==> config.mk <==
export PLATFORM = sky130hd
export DESIGN_NAME = glyph_bitmap_pixel_expander_top_flat
export DESIGN_NICKNAME = d
export VERILOG_FILES = /design/src/gbpe_pkg.sv /design/src/gbpe_if.sv /design/src/gbpe_ctrl.sv /design/src/gbpe_dp.sv /design/src/glyph_bitmap_pixel_expander_top.sv /design/src/flat_wrapper.sv
export SDC_FILE = /design/constraint.sdc
export NUM_CORES = 1
export LEC_CHECK = 0
export ABC_AREA = 1
export CORE_UTILIZATION = 55
export DETAILED_ROUTE_END_ITERATION = 10
export DONT_BUFFER_PORTS = 1
export GPL_TIMING_DRIVEN = 0
export PLACE_DENSITY_LB_ADDON = 0.05
export SKIP_LAST_GASP = 1
export SYNTH_ARGS = -nofsm -noshare
export SYNTH_HDL_FRONTEND = slang
export SYNTH_SLANG_ARGS = --single-unit
==> constraint.sdc <==
create_clock -name clock -period 3.91 [get_ports clock]
set_input_delay 0.782 -clock clock [delete_from_list [all_inputs] [get_ports clock]]
set_output_delay 0.782 -clock clock [all_outputs]
set_load 0.005 [all_outputs]
==> src/gbpe_pkg.sv <==
// ----------------------------------------------------------------------------
// gbpe_pkg
// Shared types and constants for the glyph bitmap pixel expander.
// ----------------------------------------------------------------------------
package gbpe_pkg;

   localparam int BYTE_BITS  = 8;
   localparam int CNT_W      = 3;
   localparam int HEIGHT_W   = 7;
   localparam int COLOR_W    = 16;
   localparam int PIX_W      = 10;
   localparam int CSR_IDX_W  = 2;
   localparam int CSR_DATA_W = 16;

   localparam logic [HEIGHT_W-1:0] HEIGHT_RESET = 7'd16;
   localparam logic [COLOR_W-1:0]  FORE_RESET   = 16'hFFFF;
   localparam logic [COLOR_W-1:0]  BACK_RESET   = 16'h0000;

   typedef enum logic [CSR_IDX_W-1:0] {
      CSR_GLYPH_HEIGHT = 2'd0,
      CSR_FORE_COLOR   = 2'd1,
      CSR_BACK_COLOR   = 2'd2
   } csr_index_type;

   // controller to datapath
   typedef struct packed {
      logic load;   // take a new font byte
      logic emit;   // issue one pixel into the output register
   } cmd_type;

   // datapath to controller
   typedef struct packed {
      logic last;   // the pixel at the cursor ends this byte
   } status_type;

endpackage

==> src/gbpe_if.sv <==
// ----------------------------------------------------------------------------
// gbpe_req_if / gbpe_rsp_if
// Valid/ready channels for font bytes in and pixel writes out.
// ----------------------------------------------------------------------------
interface gbpe_req_if;
   logic                   valid;
   logic                   ready;
   logic [7:0]             font_byte;
   logic                   first_byte;
   logic [9:0]             origin_x;
   logic [9:0]             origin_y;

   modport source (output valid, font_byte, first_byte, origin_x, origin_y, input ready);
   modport sink   (input valid, font_byte, first_byte, origin_x, origin_y, output ready);
endinterface

interface gbpe_rsp_if;
   logic                   valid;
   logic                   ready;
   logic [9:0]             pixel_x;
   logic [9:0]             pixel_y;
   logic [15:0]            pixel_color;
   logic                   last_of_byte;

   modport source (output valid, pixel_x, pixel_y, pixel_color, last_of_byte, input ready);
   modport sink   (input valid, pixel_x, pixel_y, pixel_color, last_of_byte, output ready);
endinterface

==> src/gbpe_ctrl.sv <==
// ----------------------------------------------------------------------------
// gbpe_ctrl
// Sequencer: accepts a font byte, then issues one pixel per free output slot.
// ----------------------------------------------------------------------------
module gbpe_ctrl (
   input  logic                 clock,
   input  logic                 reset,
   input  logic                 req_valid,
   output logic                 req_ready,
   output logic                 rsp_valid,
   input  logic                 rsp_ready,
   output gbpe_pkg::cmd_type    cmd,
   input  gbpe_pkg::status_type status
);

   typedef enum logic {
      ST_IDLE,
      ST_DRAW
   } state_type;

   state_type state_ff, state_in;
   logic      rsp_valid_ff, rsp_valid_in;
   logic      emit;
   logic      load;

   // output slot free or emptying this cycle
   assign emit      = (state_ff == ST_DRAW) && (!rsp_valid_ff || rsp_ready);
   // next byte is taken as the current byte's last pixel goes out
   assign req_ready = (state_ff == ST_IDLE) || (emit && status.last);
   assign load      = req_valid && req_ready;

   assign cmd.load  = load;
   assign cmd.emit  = emit;
   assign rsp_valid = rsp_valid_ff;

   always_comb begin
      state_in = state_ff;
      unique case (state_ff)
         ST_IDLE: begin
            if (load) state_in = ST_DRAW;
         end
         ST_DRAW: begin
            if (emit && status.last) state_in = load ? ST_DRAW : ST_IDLE;
         end
         default: state_in = ST_IDLE;
      endcase
      if (emit) rsp_valid_in = 1'b1;
      else if (rsp_ready) rsp_valid_in = 1'b0;
      else rsp_valid_in = rsp_valid_ff;
   end

   always_ff @(posedge clock) begin
      if (reset) begin
         state_ff     <= ST_IDLE;
         rsp_valid_ff <= 1'b0;
      end else begin
         state_ff     <= state_in;
         rsp_valid_ff <= rsp_valid_in;
      end
   end

endmodule

==> src/gbpe_dp.sv <==
// ----------------------------------------------------------------------------
// gbpe_dp
// Datapath: settings, cursor, bit shifter and the pixel output register.
// ----------------------------------------------------------------------------
module gbpe_dp #(
   parameter int COORD_BITS = 10
) (
   input  logic                              clock,
   input  logic                              reset,
   input  logic                              csr_we,
   input  logic [gbpe_pkg::CSR_IDX_W-1:0]    csr_index,
   input  logic [gbpe_pkg::CSR_DATA_W-1:0]   csr_wdata,
   input  logic [7:0]                        font_byte,
   input  logic                              first_byte,
   input  logic [9:0]                        origin_x,
   input  logic [9:0]                        origin_y,
   output logic [gbpe_pkg::PIX_W-1:0]        pixel_x,
   output logic [gbpe_pkg::PIX_W-1:0]        pixel_y,
   output logic [gbpe_pkg::COLOR_W-1:0]      pixel_color,
   output logic                              last_of_byte,
   input  gbpe_pkg::cmd_type                 cmd,
   output gbpe_pkg::status_type              status
);

   logic [gbpe_pkg::HEIGHT_W-1:0]  height_ff;
   logic [gbpe_pkg::COLOR_W-1:0]   fore_ff;
   logic [gbpe_pkg::COLOR_W-1:0]   back_ff;

   logic [COORD_BITS-1:0]          cur_x_ff, cur_x_in;
   logic [COORD_BITS-1:0]          cur_y_ff, cur_y_in;
   logic [COORD_BITS-1:0]          top_ff, top_in;
   logic [gbpe_pkg::BYTE_BITS-1:0] bits_ff, bits_in;
   logic [gbpe_pkg::CNT_W-1:0]     cnt_ff, cnt_in;

   logic [gbpe_pkg::PIX_W-1:0]     pix_x_ff, pix_y_ff;
   logic [gbpe_pkg::COLOR_W-1:0]   color_ff;
   logic                           last_ff;

   logic [COORD_BITS-1:0]          y_inc;
   logic [COORD_BITS-1:0]          y_span;
   logic                           col_done;
   logic                           last;

   assign y_inc    = cur_y_ff + COORD_BITS'(1);
   assign y_span   = y_inc - top_ff;
   assign col_done = (y_span == COORD_BITS'(height_ff));
   assign last     = col_done || (cnt_ff == gbpe_pkg::CNT_W'(gbpe_pkg::BYTE_BITS - 1));

   assign status.last = last;

   always_comb begin
      cur_x_in = cur_x_ff;
      cur_y_in = cur_y_ff;
      top_in   = top_ff;
      bits_in  = bits_ff;
      cnt_in   = cnt_ff;
      if (cmd.emit) begin
         bits_in = {bits_ff[gbpe_pkg::BYTE_BITS-2:0], 1'b0};
         cnt_in  = cnt_ff + gbpe_pkg::CNT_W'(1);
         if (col_done) begin
            cur_y_in = top_ff;
            cur_x_in = cur_x_ff + COORD_BITS'(1);
         end else begin
            cur_y_in = y_inc;
         end
      end
      // a new byte overrides the shift and count step; the cursor reloads from the origin only on a first byte
      if (cmd.load) begin
         bits_in = font_byte;
         cnt_in  = '0;
         if (first_byte) begin
            cur_x_in = COORD_BITS'(origin_x);
            cur_y_in = COORD_BITS'(origin_y);
            top_in   = COORD_BITS'(origin_y);
         end
      end
   end

   always_ff @(posedge clock) begin
      if (reset) begin
         height_ff <= gbpe_pkg::HEIGHT_RESET;
         fore_ff   <= gbpe_pkg::FORE_RESET;
         back_ff   <= gbpe_pkg::BACK_RESET;
         cur_x_ff  <= '0;
         cur_y_ff  <= '0;
         top_ff    <= '0;
         cnt_ff    <= '0;
      end else begin
         if (csr_we) begin
            unique case (gbpe_pkg::csr_index_type'(csr_index))
               gbpe_pkg::CSR_GLYPH_HEIGHT: height_ff <= csr_wdata[gbpe_pkg::HEIGHT_W-1:0];
               gbpe_pkg::CSR_FORE_COLOR:   fore_ff   <= csr_wdata;
               gbpe_pkg::CSR_BACK_COLOR:   back_ff   <= csr_wdata;
               default: ;
            endcase
         end
         cur_x_ff <= cur_x_in;
         cur_y_ff <= cur_y_in;
         top_ff   <= top_in;
         cnt_ff   <= cnt_in;
      end
   end

   always_ff @(posedge clock) begin
      bits_ff <= bits_in;
      if (cmd.emit) begin
         pix_x_ff <= gbpe_pkg::PIX_W'(cur_x_ff);
         pix_y_ff <= gbpe_pkg::PIX_W'(cur_y_ff);
         color_ff <= bits_ff[gbpe_pkg::BYTE_BITS-1] ? fore_ff : back_ff;
         last_ff  <= last;
      end
   end

   assign pixel_x      = pix_x_ff;
   assign pixel_y      = pix_y_ff;
   assign pixel_color  = color_ff;
   assign last_of_byte = last_ff;

endmodule

==> src/glyph_bitmap_pixel_expander_top.sv <==
// ----------------------------------------------------------------------------
// glyph_bitmap_pixel_expander_top
// Expands column-major 1-bit font bytes into colored pixel writes.
// ----------------------------------------------------------------------------
//  channel   direction  payload                                   transfer
//  req_ch    in         font_byte, first_byte, origin_x, origin_y valid & ready
//  rsp_ch    out        pixel_x, pixel_y, pixel_color, last_of_byte valid & ready
//  csr_*     in         csr_index, csr_wdata                      csr_we
//
//  A byte gives 1 to 8 pixels, one per cycle while rsp_ch does not stall; the
//  single pixel output register sets that pace. The next byte is taken in the
//  cycle that issues the current byte's last pixel, so bytes run back to back.
//  A stall on rsp_ch holds the pixel in the output register and pauses issue.
//  Synchronous reset clears the cursor to (0,0) and loads the default settings.
// ----------------------------------------------------------------------------
module glyph_bitmap_pixel_expander_top #(
   parameter int COORD_BITS = 10
) (
   input  logic                            clock,
   input  logic                            reset,
   gbpe_req_if.sink                        req_ch,
   gbpe_rsp_if.source                      rsp_ch,
   input  logic                            csr_we,
   input  logic [gbpe_pkg::CSR_IDX_W-1:0]  csr_index,
   input  logic [gbpe_pkg::CSR_DATA_W-1:0] csr_wdata
);

   gbpe_pkg::cmd_type    cmd;
   gbpe_pkg::status_type status;

   gbpe_ctrl u_ctrl (
      .clock     (clock),
      .reset     (reset),
      .req_valid (req_ch.valid),
      .req_ready (req_ch.ready),
      .rsp_valid (rsp_ch.valid),
      .rsp_ready (rsp_ch.ready),
      .cmd       (cmd),
      .status    (status)
   );

   gbpe_dp #(
      .COORD_BITS (COORD_BITS)
   ) u_dp (
      .clock        (clock),
      .reset        (reset),
      .csr_we       (csr_we),
      .csr_index    (csr_index),
      .csr_wdata    (csr_wdata),
      .font_byte    (req_ch.font_byte),
      .first_byte   (req_ch.first_byte),
      .origin_x     (req_ch.origin_x),
      .origin_y     (req_ch.origin_y),
      .pixel_x      (rsp_ch.pixel_x),
      .pixel_y      (rsp_ch.pixel_y),
      .pixel_color  (rsp_ch.pixel_color),
      .last_of_byte (rsp_ch.last_of_byte),
      .cmd          (cmd),
      .status       (status)
   );

endmodule

==> src/flat_wrapper.sv <==
// flat-port wrapper written by rule: the top's interface ports become plain ports
module glyph_bitmap_pixel_expander_top_flat 
#(
   parameter int COORD_BITS = 10
)
  (clock, reset, csr_we, csr_index, csr_wdata, req_ch_valid, req_ch_font_byte, req_ch_first_byte, req_ch_origin_x, req_ch_origin_y, req_ch_ready, rsp_ch_valid, rsp_ch_pixel_x, rsp_ch_pixel_y, rsp_ch_pixel_color, rsp_ch_last_of_byte, rsp_ch_ready);
  gbpe_req_if req_ch_i ();
  gbpe_rsp_if rsp_ch_i ();
  input  logic clock;
  input  logic reset;
  input  logic csr_we;
  input  logic [gbpe_pkg::CSR_IDX_W-1:0] csr_index;
  input  logic [gbpe_pkg::CSR_DATA_W-1:0] csr_wdata;
  input wire logic [$bits(req_ch_i.valid)-1:0] req_ch_valid;
  input wire logic [$bits(req_ch_i.font_byte)-1:0] req_ch_font_byte;
  input wire logic [$bits(req_ch_i.first_byte)-1:0] req_ch_first_byte;
  input wire logic [$bits(req_ch_i.origin_x)-1:0] req_ch_origin_x;
  input wire logic [$bits(req_ch_i.origin_y)-1:0] req_ch_origin_y;
  output wire logic [$bits(req_ch_i.ready)-1:0] req_ch_ready;
  output wire logic [$bits(rsp_ch_i.valid)-1:0] rsp_ch_valid;
  output wire logic [$bits(rsp_ch_i.pixel_x)-1:0] rsp_ch_pixel_x;
  output wire logic [$bits(rsp_ch_i.pixel_y)-1:0] rsp_ch_pixel_y;
  output wire logic [$bits(rsp_ch_i.pixel_color)-1:0] rsp_ch_pixel_color;
  output wire logic [$bits(rsp_ch_i.last_of_byte)-1:0] rsp_ch_last_of_byte;
  input wire logic [$bits(rsp_ch_i.ready)-1:0] rsp_ch_ready;
  assign req_ch_i.valid = req_ch_valid;
  assign req_ch_i.font_byte = req_ch_font_byte;
  assign req_ch_i.first_byte = req_ch_first_byte;
  assign req_ch_i.origin_x = req_ch_origin_x;
  assign req_ch_i.origin_y = req_ch_origin_y;
  assign req_ch_ready = req_ch_i.ready;
  assign rsp_ch_valid = rsp_ch_i.valid;
  assign rsp_ch_pixel_x = rsp_ch_i.pixel_x;
  assign rsp_ch_pixel_y = rsp_ch_i.pixel_y;
  assign rsp_ch_pixel_color = rsp_ch_i.pixel_color;
  assign rsp_ch_last_of_byte = rsp_ch_i.last_of_byte;
  assign rsp_ch_i.ready = rsp_ch_ready;
  glyph_bitmap_pixel_expander_top #(.COORD_BITS(COORD_BITS)) u_core (.clock(clock), .reset(reset), .req_ch(req_ch_i), .rsp_ch(rsp_ch_i), .csr_we(csr_we), .csr_index(csr_index), .csr_wdata(csr_wdata));
endmodule
## Yosys cells after proc, flatten, opt, wreduce, memory -nomap -nowiden

Cells that the tools add are included.

| word-level totals | value |
|---|---|
| flip-flop bits (word level) | 119 |
| logic and storage cells | 54 |

| operators by class | value |
|---|---|
| add/sub/neg operators | 4 |
| equality and inequality tests | 4 |
| multiplexer cells | 16 |
| bitwise logic cells | 1 |
| reductions and logical operators | 15 |

Operators by type and width:

| operator | number |
|---|---|
| $mux 10 | 8 |
| $add 10x1->10 const B | 2 |
| $mux 16 | 1 |
| $mux 8 | 2 |
| $eq 10x7->1 | 1 |
| $sub 10x10->10 | 1 |
| $reduce_and 2->1 | 4 |
| $mux 1 | 4 |
| $reduce_bool 2->1 | 2 |
| $add 3x1->3 const B | 1 |
| $eq 3x3->1 const B | 1 |
| $logic_and 1x1->1 | 3 |
| $logic_or 1x1->1 | 3 |
| $eq 2x1->1 const B | 1 |
| $eq 2x2->1 const B | 1 |
| $logic_not 2->1 | 1 |
| $pmux 1 s2 | 1 |
| $reduce_or 2->1 | 1 |
| $logic_not 1->1 | 1 |
| $not 1->1 | 1 |

## Depth between registers and ports, before layout

Gate-level depths: netlist of the first run.

| depth | value |
|---|---|
| depth after elaboration | 10 |
| mapped depth | 26 |
| mapped depth without buffers | 26 |

## Hierarchy

A second synthesis of the first run with hierarchy kept.

| second synthesis, totals | value |
|---|---|
| cells, all modules | 721 |
| area, all modules | 5656.7 sq um |

By module, submodules not included:

| module | instances | cells an instance | area each (sq um) |
|---|---|---|---|
| gbpe_dp | 1 | 707 | 5547.8 |
| gbpe_ctrl | 1 | 14 | 108.9 |

## Worst setup path before layout of the first run

No wires, ideal clock.

| timing path | value |
|---|---|
| path kind | register to output |
| start | register u_core.u_dp.cur_y_ff[0] |
| end | output req_ch_ready |
| data arrival time | 2583 ps |
| setup slack | 545 ps |
| cell stages (with the launch flop) | 22 |
| buffers on the path | 1 |
| path through | dfxtp_1 ha_1 nand2_1 nor2_1 inv_1 nor2_1 inv_1 nand2_1 inv_1 ha_1 nand2_1 inv_1 a21oi_1 nand3b_1 nand2_1 nand3_2 nor2_8 nand2_4 nand2_4 nand2_2 nand2_4 buf_6 |

| between the ends | value |
|---|---|
| word-level cells in the longest chain between the ends | 6 |

RTL lines:

| item | RTL line | text |
|---|---|---|
| start: declaration | gbpe_dp.sv:30 | `logic [COORD_BITS-1:0] cur_y_ff, cur_y_in;` |
| start signal: assignment | gbpe_dp.sv:98 | `cur_y_ff <= cur_y_in;` |
| $add 10x1->10 | gbpe_dp.sv:44 | `assign y_inc = cur_y_ff + COORD_BITS'(1);` |
| $sub 10x10->10 | gbpe_dp.sv:45 | `assign y_span = y_inc - top_ff;` |
| $eq 10x7->1 | gbpe_dp.sv:46 | `assign col_done = (y_span == COORD_BITS'(height_ff));` |
| $logic_or 1x1->1 | gbpe_dp.sv:47 | `assign last = col_done \|\| (cnt_ff == gbpe_pkg::CNT_W'(gbpe_pkg::BYTE_BITS - 1));` |
| via u_core.status | glyph_bitmap_pixel_expander_top.sv:29 | `gbpe_pkg::status_type status;` |
| $logic_and 1x1->1 | gbpe_ctrl.sv:29 | `assign req_ready = (state_ff == ST_IDLE) \|\| (emit && status.last);` |
| $logic_or 1x1->1 | gbpe_ctrl.sv:29 |  |
| end: declaration | flat_wrapper.sv:19 | `output wire logic [$bits(req_ch_i.ready)-1:0] req_ch_ready;` |

The timed path passes the listed nets, and every way through them passes these cells.

## Worst setup path in the final report of the first run

Ends and elaborated chain as after synthesis.

==> results of run 1 <==
[flip-flops by register name, summed over array words and instances (netlist names)]
register,count
u_core.u_dp.last_of_byte,1
u_core.u_dp.height_ff,7
u_core.u_dp.fore_ff,16
u_core.u_dp.back_ff,16
u_core.u_dp.cur_x_ff,10
u_core.u_ctrl.state_ff,1
u_core.u_ctrl.rsp_valid,1
u_core.u_dp.top_ff,10
u_core.u_dp.cur_y_ff,10
u_core.u_dp.cnt_ff,3
u_core.u_dp.pixel_y,10
u_core.u_dp.pixel_color,16
u_core.u_dp.bits_ff,8
u_core.u_dp.pixel_x,10
[cells in the final DEF (no fill, tap or decap), types with 4 or more instances in the layout]
| master | netlist | routed |
|---|---|---|
| nand2_1 | 211 | 200 |
| inv_1 | 74 | 71 |
| dfxtp_1 | 74 | 69 |
| nand3_1 | 54 | 51 |
| nor2_1 | 53 | 50 |
| o21ai_0 | 48 | 48 |
| a21oi_1 | 48 | 45 |
| edfxtp_1 | 45 | 45 |
| clkbuf_1 | 17 | 17 |
| buf_4 | 3 | 16 |
| clkbuf_16 | 0 | 16 |
| xor2_1 | 16 | 13 |
| nand4_1 | 11 | 11 |
| nand2_4 | 4 | 9 |
| nand2_2 | 3 | 9 |
| ha_1 | 13 | 8 |
| nor3_1 | 8 | 7 |
| nor2_4 | 3 | 6 |
| inv_2 | 2 | 5 |
| nand3_2 | 5 | 5 |
| buf_2 | 4 | 5 |
| ha_4 | 0 | 5 |
| clkinvlp_4 | 0 | 5 |
| xnor2_1 | 4 | 4 |
| buf_6 | 2 | 4 |
| dfxtp_2 | 0 | 4 |
[stage by stage]
| step | area, um2 | setup TNS (ns) | utilization (%) |
|---|---|---|---|
| final | 6848 | 0 | 69.10 |
| after global routing | 6848 | -0.05823 | 69.10 |
| after CTS | 6619 | 0 | 66.79 |
| after detailed placement | 5891 | 0 | 59.44 |
| after global placement | 5891 | 0 | 59.44 |
| after floorplan | 5724 | 0 | - |
[final cells by class]
class	count	area [um2]
plain buffers	29	155.1
clock buffers	18	427.9
clock inverters	14	172.7
fillers	786	3062
inverters	77	289.0
multi-input cells	493	2670
flip-flops and latches	119	2841
well taps	133	166.4
repair buffers	16	125.1
[worst max path at each step]
stage	to	slack [ns]	cells after the start
after floorplan	req_ch_ready	0.54	21
after global placement	req_ch_ready	0.10	21
after detailed placement	req_ch_ready	0.06	21
after CTS	req_ch_ready	0.002	21
after global routing	req_ch_ready	-0.06	17
final	req_ch_ready	0.09	17
[cell usage after synthesis (all sizes together)]
cell and instances:
a21o 1, a21oi 48, and3 2, buf 11, clkbuf 18, clkinv 1, dfxtp 74, edfxtp 45
fa 1, ha 13, inv 76, nand2 218, nand3 59, nand3b 3, nand4 11, nor2 57
nor3 8, nor3b 1, o21a 1, o21ai 48, o21bai 1, or2 1, xnor2 4, xor2 16
[per-layer routing]
metal / part of all wire [%] / wire length [um] / vias up / track usage, %
li1: - / - / 2394 / -
met1: 41 / 5799 / 2268 / 31.14
met2: 52 / 7282 / 163 / 46.90
met3: 5.3 / 749 / 20 / 6.140
met4: 1.3 / 182 / 0 / 8.878
met5: 0 / 0 / - / 0
[where the power goes]
group	internal [W]	switching (W)
registers	0.00138	0.0000539
logic	0.000170	0.000306
clock network	0.000991	0.000581
[cells by family (layout without fill, tap and decap cells)]
group                    after synthesis  count (layout)  share of synthesized area [%]
XOR/XNOR                              20              20                          3.060
flip-flops                           119             119                          49.49
AND/OR/NAND/NOR                      360             360                          27.72
adder cells (fa/ha/maj)               14              14                          3.191
buffers and inverters                106             154                          7.759
AO/OA/AOI/OAI                         99              99                          8.787
[worst register-to-register path: stages, from the launching register on]
cell     delay, ns
dfxtp_4       0.37
buf_6         0.13
nand3_4       0.12
nor3_4        0.19
xor2_1        0.24
ha_1          0.32
buf_4         0.17
nand2_1       0.08
nor2_1        0.04
nand3_1       0.09
nand2_2       0.07
xor2_2        0.16
nor2_4        0.15
nand2_4       0.08
nand2_4       0.09
nand2_4       0.05
nand2_4       0.06
buf_4         0.13
buf_8         0.13
nand2_4       0.09
nand2_1       0.31
[what timing repair did]
| item | 4_1_cts | 5_1_grt |
|---|---|---|
| setup endpoints to repair | 4 | 1 |
| buffers inserted | 7 | 8 |
| gates cloned | 1 | 0 |
| pin swaps | 7 | 20 |
| gates resized for setup | 16 | 41 |
==> metrics.csv, run 1 <==
stage,metric,value,unit
routing,vias per cell,5.389,
worst_setup_path,Worst EP arrival,3.03,ns
die,die area,0.01082,mm2
routing,TritonRoute pass-1 iters,5,
worst_setup_path,Worst Reg2Reg Path Length in Cells,20,
sta,clk_skew,0.006647,ns
place,GPL Wtd Cong,0.8702,
worst_setup_path,critical path's slowest cell,dfxtp_4,
global_route,GRT Total Usage,26.36,%
worst_setup_path,"Critical Path, Cell by Cell","buf_6, nand3_4, nor3_4, xor2_1, ha_1, buf_4, nand2_1, nor2_1, nand3_1, nand2_2, xor2_2, nor2_4, nand2_4, nand2_4, nand2_4, nand2_4, buf_6",
routing,DR vias,4845,
power,total chip power,0.003485,W
hold_path,hold_sp,reset,
cts,clk_lat worst skew,0.51,ns
worst_setup_path,Crit. End Element,output pin,
routing,DRT Wirelength,14.01,mm
cts,CTS root buf,clkbuf_8,
final_layout,Final #Nets,819,
worst_setup_path,Worst EP required,3.13,ns
synth,Synth area leaders,"dfxtp_1 26%, edfxtp_1 24%, nand2_1 14%",
routing,WL/cell,15.59,um
synth,warning count from the yosys run,0,
place,Placed Instances,851,
hold_path,worst hold path depth,1,
worst_setup_path,crit path launch type,flop,
worst_setup_path,FF-to-FF End,u_core.u_dp.bits_ff[5],
final_layout,antenna cells,0,
power,leakage power,3.013,nW
global_route,pin count of the biggest net entering global routing,47,
sta,Final WS setup,0.09405,ns
die,# IOs,91,
cts,Num CTS Buffers,17,
sta,relative slew slack,44.78,%
die,Die H,104.0,um
synth,Gate Count Post-Synth,718,
sta,Period minus WS final,3.816,ns
cts,clock-pin slew on the worst setup and hold paths,0.06,ns
worst_setup_path,crit-path most repeated cell,nand2_4,
final_layout,fraction of layout cells with a size suffix above 1,15.01,%
power,peak supply drop,245.1,uV
worst_setup_path,Worst Setup Path Type,reg2out,
cts,hold_buf cts,0,
sta,fin crit share,97.59,%
flow_run,Max Cap Viol,0,
power,power per cell area,508.9,mW/mm2
sta,Hold WS,0.3377,ns
hold_path,Worst Hold Class,in2reg,
die,Starting Density,57.77,%
worst_setup_path,crit-path max cell delay,0.37,ns
sta,max frequency,262.1,MHz
worst_setup_path,Bufs and invs on worst path,3,
place,pre-CTS setup slack,0.06412,ns
global_route,gr ovfl total,0,
place,HPWL Detailed,9.578,mm
worst_setup_path,CP Max Fanout,5,
routing,Detail Route Antenna Nets,0,
synth,syn_area_per_cell,7.972,um2
hold_path,Worst Hold Endpoint,u_core.u_dp.top_ff[4],
die,Core ar.,0.009910,mm2
worst_setup_path,"setup slack, reg-to-reg",0.52,ns
outcome,status,finished clean,
sta,endpoints failing setup,0,
sta,"Slew Viols, Final",0,
worst_setup_path,family with the most delay on the worst path,simple AND/OR/NAND/NOR gates,
die,number of core rows,36,
global_route,initial antenna violation count,0,
worst_setup_path,worst r2r src,u_core.u_dp.cur_y_ff[0],
global_route,number of global-route vias before repair,4582,
synth,Syn Nets,784,
die,Die Wd,104.0,um
synth,synth unique cells,35,
sta,worst-margin pin slew,0.8220,ns
place,port bufs,0,
sta,Final Hold Fails,0,
synth,Post-Syn Area,0.005724,mm2
cts,CTS tree,done,
cts,clk sinks,119,
synth,Synth Register Bits,119,
final_layout,Area Growth Syn to Fin,19.63,%
synth,share of the synthesized area in the top cell type,25.88,%
global_route,first-pass GRT wire length,22.36,mm
synth,register area share after synthesis,49.49,%
cts,Max clock buf depth,2,
routing,Detailed Route Iter0 Violations,241,
synth,largest area contributor in the netlist,dfxtp_1,
cts,H-tree depth,4,
routing,DRC errors left,0,
final_layout,Finished Layout Cells,899,
worst_setup_path,beginning of the critical path,u_core.u_dp.cur_y_ff[0],
Power figures use the tool's default switching activity.
==> run 2, diff against run 1 <==
--- a/config.mk
+++ b/config.mk
@@ -10,6 +10,7 @@
 export DETAILED_ROUTE_END_ITERATION = 10
 export DONT_BUFFER_PORTS = 1
 export GPL_TIMING_DRIVEN = 0
+export MAX_ROUTING_LAYER = met4
 export PLACE_DENSITY_LB_ADDON = 0.05
 export SKIP_LAST_GASP = 1
 export SYNTH_ARGS = -nofsm -noshare
==> metrics.csv, run 2 (synthesized netlist as in run 1, its figures left out) <==
stage,metric,value,unit,change
global_route,initial antenna violation count,0,,unchanged
final_layout,most frequent cells in the layout,"200 x nand2_1, 71 x inv_1, 69 x dfxtp_1",,
worst_setup_path,Worst EP required,3.13,ns,about the same
cts,CTS tree,done,,
worst_setup_path,Worst EP arrival,3.05,ns,+0.02 ns
global_route,GRT Total Usage,27.18,%,+0.82 points
place,Placed Instances,851,,unchanged
final_layout,Area Growth Syn to Fin,19.63,%,unchanged
worst_setup_path,crit path launch type,flop,,
hold_path,Worst Hold Endpoint,u_core.u_dp.top_ff[4],,
global_route,pin count of the biggest net entering global routing,47,,unchanged
sta,"Slew Viols, Final",0,,unchanged
routing,metal2 WL,7.349,mm,+0.92%
worst_setup_path,Worst Reg2Reg Path Length in Cells,20,,unchanged
place,port bufs,0,,unchanged
worst_setup_path,worst r2r src,u_core.u_dp.cur_y_ff[0],,
worst_setup_path,"setup slack, reg-to-reg",0.50,ns,-0.02 ns
worst_setup_path,crit-path most repeated cell,nand2_4,,
final_layout,Final #Nets,819,,unchanged
sta,fin crit share,98.01,%,+0.41 points
die,number of core rows,36,,unchanged
flow_run,Max Cap Viol,0,,unchanged
worst_setup_path,Worst Setup Path Type,reg2out,,
power,leakage power,3.013,nW,unchanged
final_layout,"most common cell after layout, fill and taps aside",nand2_1,,
final_layout,filler instances,786,,unchanged
die,# IOs,91,,unchanged
cts,H-tree depth,4,,unchanged
final_layout,area of the multi-input gates,0.002670,mm2,unchanged
die,Core ar.,0.009910,mm2,unchanged
worst_setup_path,critical path's slowest cell,dfxtp_4,,
sta,relative slew slack,44.82,%,about the same
routing,vias per cell,5.377,,-0.23%
worst_setup_path,CP Max Fanout,5,,unchanged
die,Die Wd,104.0,um,unchanged
global_route,gr ovfl total,0,,unchanged
cts,Num CTS Buffers,17,,unchanged
place,GPL Wtd Cong,0.8844,,+1.6%
hold_path,hold_sp,reset,,
routing,DR vias,4834,,-0.23%
routing,TritonRoute pass-1 iters,5,,unchanged
sta,Period minus WS final,3.832,ns,+0.01620 ns
worst_setup_path,Bufs and invs on worst path,3,,unchanged
final_layout,antenna cells,0,,unchanged
die,die area,0.01082,mm2,unchanged
global_route,first-pass GRT wire length,22.39,mm,+0.15%
power,peak supply drop,245.9,uV,+0.33%
routing,Detailed Route Iter0 Violations,260,,+7.9%
final_layout,fraction of layout cells with a size suffix above 1,15.01,%,unchanged
place,HPWL Detailed,9.578,mm,unchanged
worst_setup_path,FF-to-FF End,u_core.u_dp.bits_ff[5],,
sta,endpoints failing setup,0,,unchanged
power,power per cell area,509.4,mW/mm2,about the same
routing,Detail Route Antenna Nets,0,,unchanged
routing,met3 wire length,707,um,-5.6%
routing,DRT Wirelength,14.09,mm,+0.54%
worst_setup_path,family with the most delay on the worst path,simple AND/OR/NAND/NOR gates,,
final_layout,Finished Layout Cells,899,,unchanged
worst_setup_path,crit-path max cell delay,0.37,ns,about the same
cts,CTS root buf,clkbuf_8,,
cts,clk_lat worst skew,0.52,ns,about the same
cts,clk sinks,119,,unchanged
outcome,status,finished clean,,
sta,max frequency,261.0,MHz,-0.42%
routing,WL/cell,15.67,um,+0.54%
worst_setup_path,"Critical Path, Cell by Cell","buf_6, nand3_4, nor3_4, xor2_1, ha_1, buf_4, nand2_1, nor2_1, nand3_1, nand2_2, xor2_2, nor2_4, nand2_4, nand2_4, nand2_4, nand2_4, buf_6",,
cts,Max clock buf depth,2,,unchanged
hold_path,Worst Hold Class,in2reg,,
routing,met1 wire length,5.838,mm,+0.67%
die,Die H,104.0,um,unchanged
sta,Final Hold Fails,0,,unchanged
final_layout,final core occ,69.10,%,unchanged
sta,clk_skew,0.005145,ns,-0.001502 ns
final_layout,Register Area,0.002841,mm2,unchanged
global_route,number of global-route vias before repair,4569,,-0.28%
cts,hold_buf cts,0,,unchanged
worst_setup_path,Crit. End Element,output pin,,
hold_path,worst hold path depth,1,,unchanged
routing,DRC errors left,0,,unchanged
routing,Top Layer Used,met4,,
cts,clock-pin slew on the worst setup and hold paths,0.06,ns,about the same
sta,worst-margin pin slew,0.8214,ns,-0.0005538 ns
die,Starting Density,57.77,%,unchanged
==> run 2: worst max-delay path by stage <==
stage                                  startpoint            to  slack, ns  cells after the start
final                     u_core.u_dp.cur_y_ff[0]  req_ch_ready       0.08                     17
after detailed placement  u_core.u_dp.cur_y_ff[0]  req_ch_ready       0.06                     21
after CTS                 u_core.u_dp.cur_y_ff[3]  req_ch_ready      0.002                     21
after global routing      u_core.u_dp.cur_y_ff[0]  req_ch_ready      -0.06                     17
after floorplan           u_core.u_dp.cur_y_ff[0]  req_ch_ready       0.54                     21
after global placement    u_core.u_dp.cur_y_ff[0]  req_ch_ready       0.10                     21
==> run 2: worst reg2reg max path: stages, from the launching register on <==
cell     delay [ns]
dfxtp_4        0.37
buf_6          0.13
nand3_4        0.12
nor3_4         0.19
xor2_1         0.24
ha_1           0.32
buf_4          0.17
nand2_1        0.08
nor2_1         0.04
nand3_1        0.09
nand2_2        0.07
xor2_2         0.16
nor2_4         0.15
nand2_4        0.08
nand2_4        0.09
nand2_4        0.05
nand2_4        0.06
buf_4          0.13
buf_8          0.13
nand2_4        0.09
nand2_1        0.31
==> run 2: cell type report <==
type,instances,share of cell area [%]
well taps,133,2.430
multi-input cells,493,38.99
plain buffers,29,2.266
flip-flops and latches,119,41.49
clock inverters,14,2.521
clock buffers,18,6.249
inverters,77,4.221
repair buffers,16,1.827
==> run 2: timing repair <==
| action | 4_1_cts | 5_1_grt |
|---|---|---|
| setup endpoints to repair | 4 | 1 |
| cloned | 1 | 0 |
| endpoints found under the hold margin | 0 | 0 |
| gates resized for setup | 16 | 41 |
| buffers inserted | 7 | 8 |
| pin swaps | 7 | 20 |
==> run 2: power by group <==
group,switching (W),internal (W)
Sequential,0.0000542,0.00138
Clock,0.000584,0.000991
Combinational,0.000307,0.000170
Total,0.000945,0.00254
==> run 2: through the flow <==
stage           TNS, ns  power, W  setup slack [ns]  area, um2  hold WS [ns]
2_1_floorplan         0  0.001767            0.5447       5724        0.4244
3_3_place_gp          0  0.001853            0.1027       5891        0.4335
3_5_place_dp          0  0.001871           0.06412       5891        0.4419
4_1_cts               0  0.003455          0.002374       6619        0.3217
5_1_grt        -0.06065  0.003626          -0.06065       6848        0.3118
6_report              0  0.003489           0.07785       6848        0.3305
==> run 2: per-layer routing <==
layer | up-vias | global-route usage (%)
met4 | 0 | 8.878
met3 | 17 | 6.078
li1 | 2391 | -
met1 | 2255 | 31.31
met2 | 171 | 46.90
met5 | - | -
